==> src/hw/rtl/saia_pkg.sv <==
// ----------------------------------------------------------------------------
// saia_pkg: shared types for the shift/add integer ALU
// Opcodes, controller states and the command and status bundles that join
// the controller to the datapath.
// ----------------------------------------------------------------------------
package saia_pkg;

	// Operation codes carried in the low bits of each input item.
	typedef enum logic [2:0] {
		OP_ADD = 3'd0,
		OP_SUB = 3'd1,
		OP_MUL = 3'd2,
		OP_DIV = 3'd3,
		OP_SQR = 3'd4,
		OP_POW = 3'd5
	} op_t;

	typedef enum logic [2:0] {
		ST_IDLE,
		ST_DECODE,
		ST_MUL,
		ST_DIV,
		ST_POW_CHECK,
		ST_POW_MULR,
		ST_POW_SQR,
		ST_FINISH
	} state_t;

	// Source written into the result register.
	typedef enum logic [2:0] {
		RES_NONE,
		RES_ADD,
		RES_SUB,
		RES_ACC,
		RES_ONE,
		RES_ZERO
	} res_sel_t;

	// Operand pair fed to the shared shift-add multiplier.
	typedef enum logic [1:0] {
		MUL_AB,
		MUL_AA,
		MUL_RES_BASE,
		MUL_BASE_BASE
	} mul_src_t;

	typedef struct packed {
		logic     load;
		logic     mul_start;
		mul_src_t mul_src;
		logic     mul_step;
		logic     div_start;
		logic     div_step;
		res_sel_t res_sel;
		logic     base_load;
		logic     e_shift;
		logic     set_dz;
		logic     out_load;
	} cmd_t;

	typedef struct packed {
		op_t  op;
		logic b_zero;
		logic mul_done;
		logic div_done;
		logic e_zero;
		logic e_lsb;
	} sts_t;

endpackage

==> src/hw/rtl/saia_dpath.sv <==
// ----------------------------------------------------------------------------
// saia_dpath: ALU datapath
// Operand registers, a shared shift-add multiplier, a restoring divider
// and the result register, all stepped by commands from the controller.
// ----------------------------------------------------------------------------
module saia_dpath #(
	parameter int DATA_WIDTH = 32
) (
	input  logic                 clk,
	input  logic [2:0]           opcode,
	input  logic [31:0]          operand_a,
	input  logic [31:0]          operand_b,
	input  logic [31:0]          exponent,
	input  saia_pkg::cmd_t       cmd,
	output saia_pkg::sts_t       sts,
	output logic [31:0]          result_value,
	output logic                 divide_by_zero
);

	localparam int W    = DATA_WIDTH;
	localparam int CntW = $clog2(W + 1);

	logic [2:0]      op_q;
	logic [W-1:0]    a_q, b_q, res_q, base_q;
	logic [W-1:0]    mx_q, my_q, acc_q, rem_q;
	logic [31:0]     e_q;
	logic            dz_q;
	logic [CntW-1:0] cnt_q;

	logic [W-1:0]    a_w, b_w;
	logic [W-1:0]    src_x, src_y;
	logic [W:0]      rem_sh, diff;
	logic            ge;

	// Operands are taken modulo 2^W; the result field is the low 32 bits.
	generate
		if (W >= 32) begin : g_wide
			assign a_w          = {{(W-32){1'b0}}, operand_a};
			assign b_w          = {{(W-32){1'b0}}, operand_b};
			assign result_value = res_q[31:0];
		end else begin : g_narrow
			assign a_w          = operand_a[W-1:0];
			assign b_w          = operand_b[W-1:0];
			assign result_value = {{(32-W){1'b0}}, res_q};
		end
	endgenerate

	assign divide_by_zero = dz_q;

	always_comb begin
		unique case (cmd.mul_src)
			saia_pkg::MUL_AB: begin
				src_x = a_q;
				src_y = b_q;
			end
			saia_pkg::MUL_AA: begin
				src_x = a_q;
				src_y = a_q;
			end
			saia_pkg::MUL_RES_BASE: begin
				src_x = res_q;
				src_y = base_q;
			end
			saia_pkg::MUL_BASE_BASE: begin
				src_x = base_q;
				src_y = base_q;
			end
		endcase
	end

	// One restoring step: bring down the next numerator bit and try the divisor.
	assign rem_sh = {rem_q, mx_q[W-1]};
	assign diff   = rem_sh - {1'b0, b_q};
	assign ge     = ~diff[W];

	always_ff @(posedge clk) begin
		if (cmd.load) begin
			op_q   <= opcode;
			a_q    <= a_w;
			b_q    <= b_w;
			e_q    <= exponent;
			base_q <= a_w;
			dz_q   <= 1'b0;
		end
		if (cmd.mul_start) begin
			mx_q  <= src_x;
			my_q  <= src_y;
			acc_q <= '0;
		end else if (cmd.div_start) begin
			mx_q  <= a_q;
			acc_q <= '0;
			rem_q <= '0;
			cnt_q <= CntW'(W);
		end else if (cmd.mul_step) begin
			if (my_q[0]) begin
				acc_q <= acc_q + mx_q;
			end
			mx_q <= mx_q << 1;
			my_q <= my_q >> 1;
		end else if (cmd.div_step) begin
			rem_q <= ge ? diff[W-1:0] : rem_sh[W-1:0];
			acc_q <= {acc_q[W-2:0], ge};
			mx_q  <= mx_q << 1;
			cnt_q <= cnt_q - CntW'(1);
		end
		case (cmd.res_sel)
			saia_pkg::RES_ADD:  res_q <= a_q + b_q;
			saia_pkg::RES_SUB:  res_q <= a_q - b_q;
			saia_pkg::RES_ACC:  res_q <= acc_q;
			saia_pkg::RES_ONE:  res_q <= {{(W-1){1'b0}}, 1'b1};
			saia_pkg::RES_ZERO: res_q <= '0;
			default:            res_q <= res_q;
		endcase
		if (cmd.base_load) begin
			base_q <= acc_q;
		end
		if (cmd.e_shift) begin
			e_q <= e_q >> 1;
		end
		if (cmd.set_dz) begin
			dz_q <= 1'b1;
		end
	end

	assign sts.op       = saia_pkg::op_t'(op_q);
	assign sts.b_zero   = (b_q == '0);
	assign sts.mul_done = (my_q == '0);
	assign sts.div_done = (cnt_q == '0);
	assign sts.e_zero   = (e_q == '0);
	assign sts.e_lsb    = e_q[0];

endmodule

==> src/hw/rtl/saia_ctrl.sv <==
// ----------------------------------------------------------------------------
// saia_ctrl: ALU sequencer
// State machine that decodes the opcode and steps the multiplier and
// divider, including the square-and-multiply loop for power.
// ----------------------------------------------------------------------------
module saia_ctrl (
	input  logic           clk,
	input  logic           arst_n,
	input  logic           in_valid,
	input  logic           out_free,
	input  saia_pkg::sts_t sts,
	output logic           in_ready,
	output saia_pkg::cmd_t cmd
);

	saia_pkg::state_t state_q, state_d;

	always_ff @(posedge clk or negedge arst_n) begin
		if (!arst_n) begin
			state_q <= saia_pkg::ST_IDLE;
		end else begin
			state_q <= state_d;
		end
	end

	always_comb begin
		state_d       = state_q;
		in_ready      = 1'b0;
		cmd.load      = 1'b0;
		cmd.mul_start = 1'b0;
		cmd.mul_src   = saia_pkg::MUL_AB;
		cmd.mul_step  = 1'b0;
		cmd.div_start = 1'b0;
		cmd.div_step  = 1'b0;
		cmd.res_sel   = saia_pkg::RES_NONE;
		cmd.base_load = 1'b0;
		cmd.e_shift   = 1'b0;
		cmd.set_dz    = 1'b0;
		cmd.out_load  = 1'b0;

		unique case (state_q)
			saia_pkg::ST_IDLE: begin
				in_ready = 1'b1;
				if (in_valid) begin
					cmd.load = 1'b1;
					state_d  = saia_pkg::ST_DECODE;
				end
			end
			saia_pkg::ST_DECODE: begin
				case (sts.op)
					saia_pkg::OP_ADD: begin
						cmd.res_sel = saia_pkg::RES_ADD;
						state_d     = saia_pkg::ST_FINISH;
					end
					saia_pkg::OP_SUB: begin
						cmd.res_sel = saia_pkg::RES_SUB;
						state_d     = saia_pkg::ST_FINISH;
					end
					saia_pkg::OP_MUL: begin
						cmd.mul_start = 1'b1;
						cmd.mul_src   = saia_pkg::MUL_AB;
						state_d       = saia_pkg::ST_MUL;
					end
					saia_pkg::OP_SQR: begin
						cmd.mul_start = 1'b1;
						cmd.mul_src   = saia_pkg::MUL_AA;
						state_d       = saia_pkg::ST_MUL;
					end
					saia_pkg::OP_DIV: begin
						if (sts.b_zero) begin
							cmd.res_sel = saia_pkg::RES_ZERO;
							cmd.set_dz  = 1'b1;
							state_d     = saia_pkg::ST_FINISH;
						end else begin
							cmd.div_start = 1'b1;
							state_d       = saia_pkg::ST_DIV;
						end
					end
					saia_pkg::OP_POW: begin
						cmd.res_sel = saia_pkg::RES_ONE;
						state_d     = saia_pkg::ST_POW_CHECK;
					end
					default: begin
						cmd.res_sel = saia_pkg::RES_ZERO;
						state_d     = saia_pkg::ST_FINISH;
					end
				endcase
			end
			saia_pkg::ST_MUL: begin
				if (sts.mul_done) begin
					cmd.res_sel = saia_pkg::RES_ACC;
					state_d     = saia_pkg::ST_FINISH;
				end else begin
					cmd.mul_step = 1'b1;
				end
			end
			saia_pkg::ST_DIV: begin
				if (sts.div_done) begin
					cmd.res_sel = saia_pkg::RES_ACC;
					state_d     = saia_pkg::ST_FINISH;
				end else begin
					cmd.div_step = 1'b1;
				end
			end
			saia_pkg::ST_POW_CHECK: begin
				if (sts.e_zero) begin
					state_d = saia_pkg::ST_FINISH;
				end else if (sts.e_lsb) begin
					cmd.mul_start = 1'b1;
					cmd.mul_src   = saia_pkg::MUL_RES_BASE;
					state_d       = saia_pkg::ST_POW_MULR;
				end else begin
					cmd.mul_start = 1'b1;
					cmd.mul_src   = saia_pkg::MUL_BASE_BASE;
					state_d       = saia_pkg::ST_POW_SQR;
				end
			end
			saia_pkg::ST_POW_MULR: begin
				if (sts.mul_done) begin
					cmd.res_sel   = saia_pkg::RES_ACC;
					cmd.mul_start = 1'b1;
					cmd.mul_src   = saia_pkg::MUL_BASE_BASE;
					state_d       = saia_pkg::ST_POW_SQR;
				end else begin
					cmd.mul_step = 1'b1;
				end
			end
			saia_pkg::ST_POW_SQR: begin
				if (sts.mul_done) begin
					cmd.base_load = 1'b1;
					cmd.e_shift   = 1'b1;
					state_d       = saia_pkg::ST_POW_CHECK;
				end else begin
					cmd.mul_step = 1'b1;
				end
			end
			saia_pkg::ST_FINISH: begin
				if (out_free) begin
					cmd.out_load = 1'b1;
					state_d      = saia_pkg::ST_IDLE;
				end
			end
		endcase
	end

endmodule

==> src/hw/rtl/shift_add_integer_alu.sv <==
// ----------------------------------------------------------------------------
// shift_add_integer_alu: unsigned integer ALU built on shift-add and
// restoring shift-subtract
// Add, subtract, unused opcodes and divide by zero finish straight from decode;
// multiply and square step until the remaining multiplier bits are all zero,
// one multiplier bit a cycle on the shift-add unit; divide steps through
// DATA_WIDTH quotient bits, one quotient bit a cycle. Power runs one square
// (and a multiply for every set exponent bit) per exponent bit up to its
// highest set bit, on the same shared multiplier.
// One item is in work at a time; the next is taken once the result sits in
// the output register. Reset is asynchronous and active low; it returns the
// sequencer to idle and empties the output register.
// ----------------------------------------------------------------------------
module shift_add_integer_alu #(
	parameter int DATA_WIDTH = 32
) (
	input  logic         clk,
	input  logic         arst_n,
	// Input item stream
	input  logic         s_tvalid,
	output logic         s_tready,
	// s_tdata, lowest bit up: opcode[2:0], operand_a[34:3], operand_b[66:35],
	// exponent[98:67], zero padding[103:99]
	input  logic [103:0] s_tdata,
	// Result item stream
	output logic         m_tvalid,
	input  logic         m_tready,
	// m_tdata, lowest bit up: result_value[31:0]
	output logic [31:0]  m_tdata,
	// m_tuser, lowest bit up: divide_by_zero[0]
	output logic         m_tuser
);

	saia_pkg::cmd_t cmd;
	saia_pkg::sts_t sts;

	logic        out_valid_q;
	logic [31:0] out_result_q;
	logic        out_dz_q;
	logic        out_free;
	logic [31:0] dp_result;
	logic        dp_dz;

	// The output register may be refilled in the same cycle as its item is
	// taken, so a finished result never waits behind a consumer that is ready.
	assign out_free = ~out_valid_q | m_tready;

	saia_ctrl u_ctrl (
		.clk      (clk),
		.arst_n   (arst_n),
		.in_valid (s_tvalid),
		.out_free (out_free),
		.sts      (sts),
		.in_ready (s_tready),
		.cmd      (cmd)
	);

	saia_dpath #(
		.DATA_WIDTH (DATA_WIDTH)
	) u_dpath (
		.clk            (clk),
		.opcode         (s_tdata[2:0]),
		.operand_a      (s_tdata[34:3]),
		.operand_b      (s_tdata[66:35]),
		.exponent       (s_tdata[98:67]),
		.cmd            (cmd),
		.sts            (sts),
		.result_value   (dp_result),
		.divide_by_zero (dp_dz)
	);

	// Output holding register: the valid flag is control state and is reset,
	// the payload is simply loaded with each finished item.
	always_ff @(posedge clk or negedge arst_n) begin
		if (!arst_n) begin
			out_valid_q <= 1'b0;
		end else if (cmd.out_load) begin
			out_valid_q <= 1'b1;
		end else if (m_tready) begin
			out_valid_q <= 1'b0;
		end
	end

	always_ff @(posedge clk) begin
		if (cmd.out_load) begin
			out_result_q <= dp_result;
			out_dz_q     <= dp_dz;
		end
	end

	assign m_tvalid = out_valid_q;
	assign m_tdata  = out_result_q;
	assign m_tuser  = out_dz_q;

`ifndef NO_ASSERTIONS
	// Only one item is in work: the input side closes right after an accept.
	a_one_in_flight: assert property (@(posedge clk) disable iff (!arst_n)
		(s_tvalid && s_tready) |=> !s_tready)
		else $error("input accepted while an item was still in work");

	// A divide by zero always carries a zero quotient.
	a_dz_zero: assert property (@(posedge clk) disable iff (!arst_n)
		(m_tvalid && m_tuser) |-> (m_tdata == 32'd0))
		else $error("divide by zero flagged with a non-zero result");

	// The sequencer never overwrites a result that has not been taken.
	a_no_overwrite: assert property (@(posedge clk) disable iff (!arst_n)
		cmd.out_load |-> (!m_tvalid || m_tready))
		else $error("output register loaded while still holding an item");

	// Once a result is handed over, the sequencer is idle and open for input.
	a_load_then_ready: assert property (@(posedge clk) disable iff (!arst_n)
		cmd.out_load |=> s_tready)
		else $error("sequencer not idle after handing over a result");
`endif

endmodule
==> config.mk <==
export PLATFORM = sky130hd
export DESIGN_NAME = shift_add_integer_alu
export DESIGN_NICKNAME = d
export VERILOG_FILES = /design/src/hw/rtl/saia_pkg.sv /design/src/hw/rtl/saia_dpath.sv /design/src/hw/rtl/saia_ctrl.sv /design/src/hw/rtl/shift_add_integer_alu.sv
export SDC_FILE = /design/constraint.sdc
export NUM_CORES = 1
export LEC_CHECK = 0
export ABC_AREA = 1
export BUFFER_PORTS_ARGS = -buffer_cell sky130_fd_sc_hd__buf_4
export CAP_MARGIN = 20
export CORE_MARGIN = 2
export CORE_UTILIZATION = 60
export DETAILED_ROUTE_END_ITERATION = 8
export PLACE_DENSITY = 0.84
export REMOVE_ABC_BUFFERS = 1
export SETUP_SLACK_MARGIN = 0.2
export SYNTH_ARGS = -nofsm -noshare
export SYNTH_HDL_FRONTEND = slang
export SYNTH_SLANG_ARGS = --single-unit
export TNS_END_PERCENT = 100
==> constraint.sdc <==
create_clock -name clk -period 16.35 [get_ports clk]
set_input_delay 3.27 -clock clk [delete_from_list [all_inputs] [get_ports clk]]
set_output_delay 3.27 -clock clk [all_outputs]
set_load 0.02 [all_outputs]
# Word-level counts from Yosys, hierarchy flattened

Cells that the tools add are included.

$add $sub $neg: 5
Equality and inequality tests: 29
Multiplexer cells: 62
Bitwise logic cells: 4
Reduce and logical (&&, ||, !) cells: 25

Operators by type and width:

| cell               | number |
|---|---|
| $mux 32            | 15 |
| $pmux 32 s3        | 2 |
| $pmux 32 s5        | 1 |
| $logic_not 32->1   | 3 |
| $add 32x32->32     | 2 |
| $mux 31            | 2 |
| $mux 3             | 11 |
| $sub 33x32->33     | 1 |
| $sub 32x32->32     | 1 |
| $pmux 3 s3         | 3 |
| $eq 3x3->1 const B | 8 |
| $pmux 3 s8         | 1 |
| $eq 3x2->1 const B | 6 |
| $mux 1             | 18 |
| $pmux 3 s5         | 1 |
| $ne 2x2->1 const B | 7 |
| $mux 6             | 2 |
| $reduce_bool 2->1  | 6 |
| $mux 2             | 5 |
| $reduce_or 2->1    | 5 |
| $eq 3x1->1 const B | 3 |
| $logic_not 3->1    | 2 |
| $logic_not 6->1    | 1 |
| $pmux 3 s2         | 1 |
| other kinds (13)   | 18 |

Bits in registers: 335
Output and inout port bits: 35
Word-level logic and storage cells: 142

# Depth between registers and ports, before layout

Gate-level depths: netlist of run 1.

Depth after elaboration: 7
Mapped depth: 25
Mapped depth without buffers: 25

# Cells and area by module

Synthesis of run 1 repeated with hierarchy kept, for this count alone.

Cells, all modules: 2933
Area, all modules: 22195.0 µm²

Modules (own cells, without submodules):

| module                | instances | cells an instance | area each (µm²) |
|---|---|---|---|
| saia_dpath            | 1         | 2798              | 20607.3 |
| shift_add_integer_alu | 1         | 38                | 1036.0 |
| saia_ctrl             | 1         | 97                | 551.8 |

# Worst setup path after synthesis of run 1

OpenSTA, ideal clock, no wires.

Path kind: input -> register
From: in s_tvalid
To: reg u_dpath.base_q[0], enable pin
Library setup time: 0.422 ns
Arrival time: 7.976 ns
Setup slack: 7.952 ns
Stages: 4
Path buffers: 0
Cell sequence: inv_1 > nor2_1 > inv_1 > nand2_1

RTL lines:

| item                 | RTL line                    | RTL |
|---|---|---|
| start, declared      | shift_add_integer_alu.sv:20 | `input logic s_tvalid,` |
| end signal, assigned | saia_dpath.sv:82            | `base_q <= a_w;` |
| end signal, assigned | saia_dpath.sv:115           | `base_q <= acc_q;` |
| end, declared        | saia_dpath.sv:24            | `logic [W-1:0] a_q, b_q, res_q, base_q;` |

# Worst setup path after layout of run 1

From: reg u_ctrl.state_q[0]
To: out s_tready

Word-level cells in the longest chain between the ends: 2

RTL lines:

| item                   | RTL line                    | RTL |
|---|---|---|
| start, declared        | saia_ctrl.sv:16             | `saia_pkg::state_t state_q, state_d;` |
| start signal, assigned | saia_ctrl.sv:20             | `state_q <= saia_pkg::ST_IDLE;` |
| start signal, assigned | saia_ctrl.sv:22             | `state_q <= state_d;` |
| $logic_not 3->1        | saia_ctrl.sv:41             | `unique case (state_q)` |
| $mux 1                 | saia_ctrl.sv:41             |  |
| end, declared          | shift_add_integer_alu.sv:21 | `output logic s_tready,` |

Every way passes these cells.

==> results of run 1 <==
-- cells by family (layout without fill, tap and decap cells) --
family | after synthesis | after routing | synth area share
AND/OR/NAND/NOR | 1620 | 1620 | 0.2982
buffers and inverters | 435 | 579 | 0.07680
AO/OA/AOI/OAI | 415 | 415 | 0.1012
flip-flops | 335 | 335 | 0.4349
adder cells (fa/ha/maj) | 100 | 100 | 0.05711
XOR/XNOR | 81 | 81 | 0.03181
-- synth_stat cells, drive strengths merged (3+ instances only) --
cell,number,area (sq um)
fa,3,60.06
a21o,8,60.06
nand3b,6,45.04
dfxtp,34,680.7
clkbuf,50,187.7
o22ai,18,112.6
nand2,962,3616
xor2,60,525.5
a21boi,3,22.52
or2,6,37.54
nor3,25,146.4
inv,345,1295
xnor2,21,183.9
o21bai,8,60.06
o21ai,136,680.7
a22oi,32,240.2
a21oi,200,1005
edfxtp,297,8919
buf,39,226.5
o211ai,4,30.03
nand3,196,990.9
nand4,56,356.6
dfrtp,4,100.1
ha,97,1214
nor2,360,1399
-- through the flow --
stage	instance area [sq um]	cells	util	power [uW]
after floorplan	21890	2897	-	3114
after global placement	23690	3523	0.6472	3810
after detailed placement	23710	3524	0.6477	3886
after CTS	25000	3596	0.6827	4783
after global routing	25030	3598	0.6837	5154
final	25030	3598	0.6837	4852
-- report_power, final --
| group | leakage, uW | internal [uW] | total (uW) | switching, uW |
|---|---|---|---|---|
| logic | 0.00788 | 750 | 2440 | 1690 |
| clock network | 0.000622 | 510 | 880 | 370 |
| registers | 0.00309 | 1330 | 1530 | 203 |
| total | 0.0116 | 2590 | 4850 | 2260 |
-- metal layers --
metal  part of all wire  wire (um)  up-vias  global-route usage
met3               0.10       7429      215             0.06451
met5                  0          0        -                   0
met1               0.41      30240     9950              0.5229
li1                   -          -    10070                   -
met4              0.047       3428        0              0.1665
met2               0.44      31800     1254              0.5787
-- flip-flops by register name, indices dropped and copies added (netlist names) --
signal	cells
u_dpath.my_q	32
u_dpath.b_q	32
m_tvalid	1
u_dpath.cnt_q	6
u_dpath.mx_q	32
u_dpath.a_q	32
u_ctrl.state_q	3
u_dpath.divide_by_zero	1
u_dpath.rem_q	32
m_tdata	32
u_dpath.acc_q	32
m_tuser	1
u_dpath.e_q	32
u_dpath.result_value	32
u_dpath.op_q	3
u_dpath.base_q	32
-- cell type report --
cell class | count | area, sq um
Clock buffer | 51 | 1104
Clock inverter | 21 | 177.7
Fill cell | 2995 | 11580
Inverter | 346 | 1299
Multi-Input combinational cell | 2216 | 10920
Sequential cell | 335 | 9699
Tap cell | 468 | 585.6
Timing Repair Buffer | 161 | 1241
-- worst min path at each step --
stage | end | slack (ns) | cells after the start
floorplan | m_tuser$_DFFE_PP_ | 0.41 | 0
global placement | m_tuser$_DFFE_PP_ | 0.42 | 0
detailed placement | m_tuser$_DFFE_PP_ | 0.43 | 0
CTS | m_tuser$_DFFE_PP_ | 0.45 | 0
global route | m_tuser$_DFFE_PP_ | 0.46 | 0
finish | m_tdata[17]$_DFFE_PP_ | 0.45 | 0
-- worst reg2reg max path: stages (launching register included) --
cell	delay [ns]
edfxtp_1	0.53
nor2_1	0.18
inv_1	0.07
nor2_1	0.16
inv_1	0.08
nor2_1	0.23
nand2_1	0.14
nor2_1	0.27
nand3_1	0.17
o21ai_0	0.52
xor2_1	0.20
ha_1	0.42
nand2_1	0.11
nor2_1	0.23
nand2_1	0.15
nor4_1	0.21
nand2_1	0.15
nand4_1	0.11
nand2_1	0.10
nand2_1	0.11
o21ai_0	0.12
==> impl_metrics.yaml, run 1 <==
detailed_routing:
  wl_mm: 72.90
  vias: 21490
  drc: 0
  initialDrtViolationCount: 2736
  post_drt_via_cell_ratio: 5.973
  post_drt_wl_per_cell_um: 20.26
  ant_nets: 0
  dr.pass1.iters: 8
yosys:
  seq_area_frac_synth: 0.4349
  synthFlopType: "edfxtp_1"
  synthCells: 2986
  synthArstFlopShare: 0.01194
  synth_seq_cells: 335
  synth_enable_flop_cells: 297
  ys_types: 47
  synth_area_sq_um: 22300
  synth_area_per_cell_sq_um: 7.469
  yosys_warnings: 0
worst_setup_path:
  cp_slowest_cell: "dfrtp_1"
  path_max_fanout: 6
  cp.depth: 4
  r2r_cells: 20
  cp-end-kind: "output port"
  crit_path_cell_trace: "inv_1 > nand2_1 > inv_1 > buf_4"
  r2r-start: "u_dpath.b_q[4]$_DFFE_PP_"
  slowest_delay_ns: 0.43
  startpoint_type: "register"
  crit_path_end: "s_tready"
  crit_type: "reg -> out"
  reg2reg_slack_ns: 11.78
  crit_top_cell: "inv_1"
  crit_start: "u_ctrl.state_q[0]$_DFFE_PN0P_"
  rr_endpoint: "u_dpath.result_value[25]$_DFFE_PP_"
  worstPathArrival_ns: 1.58
  cp.required_ns: 13.08
  worst-path-buf-inv: 3
  crit_family: "flip-flops"
sta:
  fin_ws_ns: 11.50
  slew_violations: 0
  fmaxAchievable_mhz: 206.2
  timing.setup.tns_ns: 0
  fin_crit_sh: 0.2966
  tightest_slew_ns: 1.148
  skew_ns: 0.02292
  slew_headroom: 0.2345
  hold_slack_ns: 0.4508
  setup_viol: 0
  rsz0062_at_grt: "false"
  period_needed_ns: 4.849
  hold_viol: 0
clock_network:
  post_cts_buffers: 0
  clock_sink_count: 335
  cts.reportedPaths.clkPinSlew_ns: 0.06
  h-tree-depth: 2
  cts_resized: 0
  insertion_delay_ns: 0.56
  clockBufferDepth: 3
  cts_made_buffers: 39
  cts_tree: "yes"
  holdBufCountCts: 0
  clockRootBuffer: "clkbuf_16"
cells_and_area:
  diodes: 0
  fin_nets: 3307
  layout-drive-gt1-share: 0.08435
  final_cell_mix: "957 x nand2_1, 349 x nor2_1, 332 x inv_1"
  final_common_cell: "nand2_1"
  syn_to_final_growth_pct: 12.23
run:
  drv_cap: 0
pwr:
  vdd_drop_max_uv: 215.8
  cellPowerDensity_nw_per_um2: 193.9
  p_leak_uw: 0.01159
placement:
  place_hpwl_mm: 53.68
  place_ws_ns: 11.52
  port_buffers: 137
  gp_congestion: 0.9559
floorplanning:
  rows: 70
  die_area_sq_um: 38730
  die_w_um: 196.8
  initial_utilization: 0.6092
  die_h_um: 196.8
  io_pins: 143
  core_sq_um: 36610
global_routing:
  overflow: 0
  grt_usage: 0.3755
  grt_first_pass_wirelength_mm: 111.6
  grt_pass1_vias: 20280
  grt_max_degree: 89
  antenna_found_initial: 0
hold_path:
  hp-start: "u_dpath.result_value[17]$_DFFE_PP_"
  hold_path.class: "reg -> reg"
run_status:
  status: "finished clean"
Note: power is estimated with default switching activity, not from simulation.
==> run 2: changes to the inputs <==
--- a/config.mk
+++ b/config.mk
@@ -5,13 +5,13 @@
 export SDC_FILE = /design/constraint.sdc
 export NUM_CORES = 1
 export LEC_CHECK = 0
-export ABC_AREA = 1
+export ABC_AREA = 0
 export BUFFER_PORTS_ARGS = -buffer_cell sky130_fd_sc_hd__buf_4
 export CAP_MARGIN = 20
 export CORE_MARGIN = 2
-export CORE_UTILIZATION = 60
+export CORE_UTILIZATION = 55
 export DETAILED_ROUTE_END_ITERATION = 8
-export PLACE_DENSITY = 0.84
+export PLACE_DENSITY = 0.82
 export REMOVE_ABC_BUFFERS = 1
 export SETUP_SLACK_MARGIN = 0.2
 export SYNTH_ARGS = -nofsm -noshare
==> constraint.sdc (replaced) <==
create_clock -name clk -period 4.1 [get_ports clk]
set_input_delay 0.82 -clock clk [delete_from_list [all_inputs] [get_ports clk]]
set_output_delay 0.82 -clock clk [all_outputs]
set_load 0.02 [all_outputs]
==> impl_metrics.yaml, run 2 <==
run_status:
  status: "finished with violations"
  failed_checks: "setup timing"
clock_network:
  holdBufCountCts: 0
  clock_sink_count: 335
  cts.reportedPaths.clkPinSlew_ns: 0.06
  cts_tree: "yes"
  cts_made_buffers: 38
  clockBufferDepth: 3
  insertion_delay_ns: 0.55
  clockRootBuffer: "clkbuf_16"
  h-tree-depth: 2
detailed_routing:
  ant_nets: 0
  dr.pass1.iters: 5
  wl_mm: 58.37
  vias: 16380
  drc: 0
  post_drt_via_cell_ratio: 6.442
  post_drt_wl_per_cell_um: 22.96
  initialDrtViolationCount: 1557
yosys:
  ys_types: 80
  synth_area_per_cell_sq_um: 10.90
  seq_area_frac_synth: 0.4907
  synth_compound_area_frac: 0.1767
  post_synth_and_or_nand_nor_area_fraction: 0.1062
  synth_area_sq_um: 19770
  ys_top_cells_by_area: "edfxtp_1 45%, ha_1 6.1%, mux2i_1 4.8%"
  synth_top_family_by_area: "compound AO/OA/AOI/OAI gates"
  synthAdderAreaFrac: 0.06443
  synth_enable_flop_cells: 297
  yosys_warnings: 0
  synth_seq_cells: 335
  synth_most_common_cell: "edfxtp_1"
  synth_mux_area_frac: 0.08399
  synthCells: 1814
  synth.largest_area_cell: "edfxtp_1"
  synth_common_cells: "297 x edfxtp_1, 152 x nor2_1, 120 x nand2_1"
  synthArstFlopShare: 0.01194
  synth_top_area_frac: 0.4512
  synth_xor_area_frac: 0.04741
  synthFlopType: "edfxtp_1"
sta:
  rsz0062_at_grt: "true"
  slew_violations: 0
  setup_viol: 2
  skew_ns: 0.02822
  slew_headroom: 0.2108
  fin_ws_ns: -0.01548
  tightest_slew_ns: 1.179
  fmaxAchievable_mhz: 243.0
  period_needed_ns: 4.115
  fin_crit_sh: 1.004
  hold_viol: 0
worst_setup_path:
  cp.required_ns: 4.38
  r2r_cells: 19
  crit_family: "compound AO/OA/AOI/OAI gates"
  crit_type: "reg -> reg"
  slowest_delay_ns: 0.39
  cp-end-kind: "register"
  path_max_fanout: 5
  cp.depth: 19
  crit_path_cell_trace: "inv_1 > ha_1 > nand2b_1 > and2b_2 > buf_4 > a21oi_1 > xnor2_1 > ha_1 > a21oi_1 > nor2b_1 > a41oi_2 > o31ai_4 > a221oi_4 > o31ai_2 > nor4_1 > buf_4 > o31ai_2 > xnor2_1 > a22o_1"
  worstPathArrival_ns: 4.40
  cp_slowest_cell: "edfxtp_1"
  startpoint_type: "register"
  worst-path-buf-inv: 3
  r2r-start: "u_dpath.b_q[0]$_DFFE_PP_"
  crit_start: "u_dpath.b_q[0]$_DFFE_PP_"
cells_and_area:
  syn_to_final_growth_pct: 21.08
  fin_util: 0.6746
  fin_nets: 2261
  final_cell_mix: "297 x edfxtp_1, 274 x buf_4, 150 x nor2_1"
  final_common_cell: "edfxtp_1"
  finalInstanceArea_sq_um: 23940
  diodes: 0
  layout-drive-gt1-share: 0.2432
global_routing:
  grt_usage: 0.3016
  grt_max_degree: 69
  busiest_layer: "met2"
  use_met3: 0.05195
  grt_first_pass_wirelength_mm: 89.00
  use_met1: 0.3939
  grt_pass1_vias: 16290
  overflow: 0
  grt_use_met2: 0.4929
  antenna_found_initial: 1
placement:
  place_area_sq_um: 22090
  gp_congestion: 0.9890
  port_buffers: 137
  place_hpwl_mm: 40.38
pwr:
  internal_power_uw: 10670
  swShare: 0.3988
  vdd_drop_max_uv: 576.2
  combPwrFrac: 0.468
  cellPowerDensity_nw_per_um2: 741.1
  p_seq_frac: 0.333
  power_frac_clock: 0.199
  p_leak_uw: 0.009403
  p_switching_uw: 7074
floorplanning:
  die_w_um: 193.6
  initial_utilization: 0.5571
  rows: 69
  die_area_sq_um: 37470
  core_sq_um: 35480
  io_pins: 143
  die_h_um: 193.6
hold_path:
  hold_path.class: "in -> async"
run:
  drv_cap: 0
## run 2: changes by cell type in the layout (fill, tap and decap cells not counted), moves of 36 or more
cell / delta
inv_1: -272
a211oi_1: +53
nand4_1: -41
nor2_1: -199
mux2i_1: +95
a21o_1: +55
nand3_1: -175
buf_4: +116
xnor2_1: +60
nand2_1: -839
mux2_2: +63
a21oi_1: -104
xor2_1: -36
## run 2: power by group through the flow
stage / clock network [uW] / registers (uW) / logic [uW]
3_5_place_dp: 0 / 5920 / 7880
3_3_place_gp: 0 / 5880 / 7630
4_1_cts: 3570 / 5870 / 8040
6_report: 3530 / 5910 / 8300
2_1_floorplan: 0 / 5740 / 5410
5_1_grt: 3700 / 5970 / 8990
## run 2: final timing paths
kind	to	slack, ns
setup / recovery	u_dpath.result_value[31]$_DFFE_PP_	-0.02
min in group clk	u_dpath.b_q[13]$_DFFE_PP_	0.45
hold / removal	m_tvalid$_DFFE_PN0P_	0.06
setup reg to reg	u_dpath.result_value[31]$_DFFE_PP_	-0.02
max in group asynchronous	u_ctrl.state_q[0]$_DFFE_PN0P_	3.94
hold reg to reg	u_dpath.divide_by_zero$_SDFFE_PP1P_	0.46
## run 2: worst register-to-register path: cells and delay by family, from the launching register on
kind                       cells  cell delay, ns
buffers and inverters          3            0.41
and+or+nand+nor                4            0.65
xor gates and xnor gates       2            0.28
AOI/OAI and AO/OA              8            1.53
DFF                            1            0.39
adders and majority gates      2            0.59
## run 2: through the flow
stage | std cells | total power [uW] | worst slack (ns) | setup TNS (ns) | hold slack [ns]
floorplan | 1727 | 11150 | -4.923 | -564.09 | 0.4081
global placement | 2450 | 13510 | -0.1630 | -0.5745 | 0.4155
detailed placement | 2450 | 13790 | -0.1818 | -1.093 | 0.4304
CTS | 2532 | 17480 | 0.04896 | 0 | 0.04281
global route | 2542 | 18650 | -0.1025 | -0.3396 | 0.05373
finish | 2542 | 17740 | -0.01548 | -0.02022 | 0.05579
## run 2: cell families after synthesis
family	Yosys count
DFF	335
xor gates and xnor gates	107
AOI/OAI and AO/OA	523
buffers and inverters	151
and+or+nand+nor	440
muxes	158
adders and majority gates	100
## run 2: what timing repair did
action / 4_1_cts / 5_1_grt
pin swaps: 34 / 36
setup endpoints to repair: 14 / 59
buffers inserted: 14 / 10
resized for setup: 54 / 37
## run 2: area by class of cell
| cell class | count | area (sq um) |
|---|---|---|
| inverters | 64 | 240.2 |
| well taps | 461 | 576.8 |
| repair buffers | 286 | 2262 |
| multi-input cells | 1328 | 9873 |
| fillers | 2596 | 11550 |
| clock buffers | 48 | 1050 |
| clock inverters | 20 | 234.0 |
| flip-flops and latches | 335 | 9699 |
## run 2: routing by layer
layer  wire [um]  vias up
met5           0        -
met4        2940        0
met3        5289      216
met2       27370      945
met1       22760     7869
li1            -     7345
